--- config.mk ---
export PLATFORM = sky130hd
export DESIGN_NAME = bll_queue
export DESIGN_NICKNAME = d
export VERILOG_FILES = /design/src/hdl/bll_pkg.sv /design/src/hdl/bll_queue.sv
export SDC_FILE = /design/constraint.sdc
export NUM_CORES = 1
export LEC_CHECK = 0
export BUFFER_PORTS_ARGS = -buffer_cell sky130_fd_sc_hd__buf_2
export CAP_MARGIN = 40
export CORE_ASPECT_RATIO = 0.75
export CORE_UTILIZATION = 56
export DETAILED_ROUTE_END_ITERATION = 6
export PLACE_DENSITY = 0.79
export SYNTH_ARGS = -nofsm -noshare
export SYNTH_HDL_FRONTEND = slang
export SYNTH_SLANG_ARGS = --single-unit
export TNS_END_PERCENT = 50
--- constraint.sdc ---
create_clock -name aclk -period 1.75 [get_ports aclk]
set_input_delay 0.0875 -clock aclk [delete_from_list [all_inputs] [get_ports aclk]]
set_output_delay 0.0875 -clock aclk [all_outputs]
set_load 0.02 [all_outputs]
--- src/hdl/bll_pkg.sv ---
`default_nettype none

package bll_pkg;

    // Frame store and hit count depth
    localparam int MAX_SAMPLES = 65536;
    localparam int IDX_W       = (MAX_SAMPLES > 1) ? $clog2(MAX_SAMPLES) : 1;
    localparam int LEN_W       = IDX_W + 1;

    // Field and register widths
    localparam int SAMPLE_W    = 8;
    localparam int POS_W       = 16;
    localparam int CNT_W       = 5;
    localparam int THR_W       = 8;
    localparam int LIM_W       = 5;
    localparam int FLEN_W      = 17;
    localparam int CFG_IDX_W   = 2;
    localparam int CFG_DATA_W  = 17;

    // Result queue between front and back
    localparam int QUEUE_DEPTH = 4;
    localparam int QPTR_W      = $clog2(QUEUE_DEPTH);

    localparam logic [CNT_W-1:0]  COUNT_MAX          = '1;
    localparam logic [THR_W-1:0]  THRESHOLD_RESET    = 8'd235;
    localparam logic [LIM_W-1:0]  HIT_LIMIT_RESET    = 5'd10;
    localparam logic [FLEN_W-1:0] FRAME_LENGTH_RESET = FLEN_W'(65536);

    typedef enum logic [CFG_IDX_W-1:0] {
        CFG_THRESHOLD    = 2'd0,
        CFG_HIT_LIMIT    = 2'd1,
        CFG_FRAME_LENGTH = 2'd2
    } cfg_index_t;

    // One finished pair: largest gap and where it first occurred
    typedef struct packed {
        logic [SAMPLE_W-1:0] max_gap;
        logic [IDX_W-1:0]    position;
    } bll_result_t;

    typedef struct packed {
        logic        valid;
        bll_result_t data;
    } bll_push_t;

    typedef struct packed {
        logic full;
        logic empty;
    } bll_qstat_t;

    // Frame length clamped to 1 .. MAX_SAMPLES
    function automatic logic [LEN_W-1:0] eff_length(input logic [FLEN_W-1:0] fl);
        if (fl == '0) begin
            return LEN_W'(1);
        end else if (32'(fl) > 32'(MAX_SAMPLES)) begin
            return LEN_W'(MAX_SAMPLES);
        end else begin
            return LEN_W'(fl);
        end
    endfunction

    // Sample index as reported on the 16-bit position ports
    function automatic logic [POS_W-1:0] to_pos(input logic [IDX_W-1:0] p);
        logic [31:0] wide;
        wide = 32'(p);
        return wide[POS_W-1:0];
    endfunction

endpackage

`default_nettype wire

--- src/hdl/bll_queue.sv ---
`default_nettype none

module bll_queue (
    input  wire logic                 aclk,
    input  wire logic                 aresetn,
    input  wire bll_pkg::bll_push_t   push,
    input  wire logic                 pop,
    output bll_pkg::bll_qstat_t       qstat,
    output bll_pkg::bll_result_t      head
);

    bll_pkg::bll_result_t          entries [bll_pkg::QUEUE_DEPTH];
    logic [bll_pkg::QPTR_W-1:0]    wr_ptr_reg;
    logic [bll_pkg::QPTR_W-1:0]    rd_ptr_reg;
    logic [bll_pkg::QPTR_W:0]      count_reg;
    logic [bll_pkg::QPTR_W:0]      count_next;

    assign qstat.full  = (count_reg == (bll_pkg::QPTR_W + 1)'(bll_pkg::QUEUE_DEPTH));
    assign qstat.empty = (count_reg == '0);
    assign head        = entries[rd_ptr_reg];

    always_comb begin
        count_next = count_reg;
        if (push.valid && !pop) begin
            count_next = count_reg + 1'b1;
        end else if (!push.valid && pop) begin
            count_next = count_reg - 1'b1;
        end
    end

    always_ff @(posedge aclk) begin
        if (!aresetn) begin
            wr_ptr_reg <= '0;
            rd_ptr_reg <= '0;
            count_reg  <= '0;
        end else begin
            count_reg <= count_next;
            if (push.valid) begin
                wr_ptr_reg <= wr_ptr_reg + 1'b1;
            end
            if (pop) begin
                rd_ptr_reg <= rd_ptr_reg + 1'b1;
            end
        end
    end

    always_ff @(posedge aclk) begin
        if (push.valid) begin
            entries[wr_ptr_reg] <= push.data;
        end
    end

`ifndef NO_ASSERTIONS
    a_no_push_full: assert property (@(posedge aclk) disable iff (!aresetn)
        qstat.full |-> !push.valid)
        else $error("item pushed into full result queue");
    a_no_pop_empty: assert property (@(posedge aclk) disable iff (!aresetn)
        qstat.empty |-> !pop)
        else $error("item popped from empty result queue");
`endif

endmodule

`default_nettype wire

==> run_results.csv <==
group,metric,value,unit
worst_setup_path,crit_end,"head[5]",
global_route,grt_pass1_wl,9811,µm
worst_setup_path,criticalPathCategory,"reg2out",
run_status,status,"finished clean",
logic_synthesis,synth_nets,203,
timing,fmax,580.1,MHz
power_and_ir_drop,clock_power_share,29.2,%
worst_setup_path,r2r-end,"count_reg[2]",
floorplanning,initial_utilization,58.08,%
finish,fill_cells,428,
logic_synthesis,avgSynthCellArea,23.37,µm²
cts,cts_sinks,105,
place,dp_hpwl,3965,µm
routing,wl_per_cell,18.48,µm
global_route,grt_max_degree,25,
routing,first_pass_iters,4,
routing,drcViolationCount,0,
logic_synthesis,synth_seq_cells,105,
timing,rsz0062_at_grt,"yes",
routing,via_count,1882,
logic_synthesis,ys_seq_area_share,77.57,%
finish,layout-drive-gt1-share,37.69,%
power_and_ir_drop,p_total,5.206,mW
power_and_ir_drop,p_sw,1.153,mW
timing,hold_viol,0,
cts,root_buffer,"clkbuf_8",
cts,clk_latency,350,ps
power_and_ir_drop,worst_ir_drop_vdd,603.7,µV
cts,cts_tree,"done",
global_route,grt_overflow,0,
floorplanning,die_w,98.97,µm
routing,vias_per_cell,5.347,
logic_synthesis,synth_top_area_share,73.00,%
worst_setup_path,crit_arrival,1640,ps
worst_setup_path,setup.worst_path.start_class,"flop",
power_and_ir_drop,swShare,22.14,%
worst_hold_path,hp-class,"in2reg",
logic_synthesis,yosys_warnings,0,
power_and_ir_drop,p_leak,1.737,nW
cts,htree_levels,3,
global_route,grt_pass1_vias,1978,
logic_synthesis,synth_area_leaders,"edfxtp_1 73%, mux4_2 11%, dfxtp_1 4.6%, mux4_1 2.7%, ha_1 1.6%",
logic_synthesis,synth_top_family_by_area,"multiplexers",
worst_setup_path,crit_path_end_kind,"output pin",
timing,tightest_slew,378.9,ps
timing,period_minus_slack,1724,ps
floorplanning,die_y,74.72,µm
routing,ant_nets,0,
place,io_buffer_count,53,
routing,wl,6504,µm
power_and_ir_drop,p_seq_share,56.2,%
finish,antenna_cells,0,
worst_setup_path,r2r_setup_slack,260,ps
cts,clkTransAtPathRegs,90,ps
finish,multi_input_area,798.3,µm²
global_route,antenna_found_initial,0,
cts,cts_made_buffers,9,
power_and_ir_drop,p_per_area,1061,nW/µm²
floorplanning,core,6799,µm²
timing,maxSlewViolCount,0,
worst_setup_path,required,1660,ps
floorplanning,rows,26,
logic_synthesis,ys_types,22,
floorplanning,io_pins,54,
flow_run,max-cap-violations,0,
timing,max_slew_margin,74.74,%
global_route,grt_util_all_layers,18.67,%
finish,largest_reg_flops,96,
timing,hold_slack,34.14,ps
logic_synthesis,synth_compound_area_share,0.3169,%
routing,drt_iter0_drc,52,
logic_synthesis,synth-simple-area-share,2.313,%
logic_synthesis,synth_top_area_cell,"edfxtp_1",
finish,postLayoutCoreUtil,72.16,%
cts,clockBufferDepth,2,
timing,finalSetupViolCount,0,
power_and_ir_drop,combPwrFrac,14.6,%
power_and_ir_drop,internal-power,4.053,mW
floorplanning,dieArea,7395,µm²
timing,period_share,98.50,%
logic_synthesis,synth_mux_area_share,14.58,%
logic_synthesis,synthAdderAreaFrac,2.091,%
worst_setup_path,critPathMaxFanout,7,
finish,syn_to_final_growth,24.24,%
timing,fin_skew,11.69,ps
worst_setup_path,reg2regPathDepth,4,
logic_synthesis,netlist_instances,169,
worst_setup_path,r2r-start,"count_reg[0]",
logic_synthesis,synth_xor_area_share,1.109,%
place,gp_congestion,0.6980,
timing,timing.setup.tns,0,ps
logic_synthesis,synthesis.area,3949,µm²
finish,fin_nets,297,
finish,register_area,3067,µm²
[worst min-delay path by stage]
stage | startpoint | end | depth (start not counted)
3_3_place_gp | push[6] | entries[3][6] | 1
4_1_cts | aresetn | count_reg[0] | 2
6_report | aresetn | count_reg[0] | 2
2_1_floorplan | push[0] | entries[0][0] | 0
5_1_grt | aresetn | wr_ptr_reg[1] | 2
3_5_place_dp | push[15] | entries[0][15] | 1
[final cells by class]
cell class,count,share of cell area (%)
inverter,4,0.3060
clock buffer,12,2.754
timing repair buffer,89,14.59
sequential,105,62.51
tap,84,2.142
multi-input combinational,54,16.27
clock inverter,4,1.428
[logic make-up after synthesis]
group                    Yosys count
XOR/XNOR                           5
flip-flops                       105
multiplexers                      26
adder cells (fa/ha/maj)            6
AO/OA/AOI/OAI                      2
buffers and inverters             10
AND/OR/NAND/NOR                   15
[critical path: stages (launching register included)]
cell	delay, ps
dfxtp_4	440
clkbuf_16	180
mux4_2	490
buf_2	170
[cells in the final DEF, fill, tap and decap left out, types with 3 or more instances in the layout]
| cell | n |
|---|---|
| and2_1 | 9 |
| buf_12 | 4 |
| buf_2 | 44 |
| dfxtp_1 | 8 |
| clkbuf_8 | 9 |
| buf_4 | 8 |
| mux4_2 | 22 |
| inv_1 | 4 |
| ha_1 | 5 |
| dlygate4sd3_1 | 24 |
| edfxtp_1 | 96 |
| buf_6 | 8 |
| clkbuf_1 | 3 |
| xor2_1 | 3 |
[power by group through the flow]
stage	logic (mW)	clock network, mW	registers (mW)
floorplan	0.444	0	2.96
global placement	0.630	0	2.98
detailed placement	0.650	0	2.99
CTS	0.709	1.57	2.92
global route	0.817	1.65	2.94
finish	0.760	1.52	2.92
[metrics by stage]
step                      instances  worst slack (ps)  cell area [µm²]
after global routing            352            -54.58             4906
after floorplan                 169             216.2             3949
final                           352             26.21             4906
after detailed placement        307             202.7             4358
after global placement          307             235.2             4358
after CTS                       350            -10.26             4828
[routing by layer]
layer	global-route usage, %	routed length, µm	up-vias
li1	-	-	873
met1	23.91	2945	951
met2	32.01	3205	56
met3	6.592	330	2
met4	3.483	23	0
met5	0	0	-
[cells in the mapped netlist, drive strengths merged]
master and instances:
mux2i 2, nor3b 1, buf 5, or3 1, fa 1, edfxtp 96, o21ai 1, xor2 3
ha 5, clkbuf 1, mux4 24, inv 4, and2 9, xnor2 2, dfxtp 9, a21boi 1
nand2 1, nor2b 2, nor3 1
[what timing repair did]
item                                    4_1_cts  5_1_grt
cloned                                        0        1
endpoints found under the setup margin       20       17
endpoints found under the hold margin        96        0
hold buffers                                 24        0
buffers inserted                              3        1
resized for setup                             1       19
(Power assumes the default switching activity.)
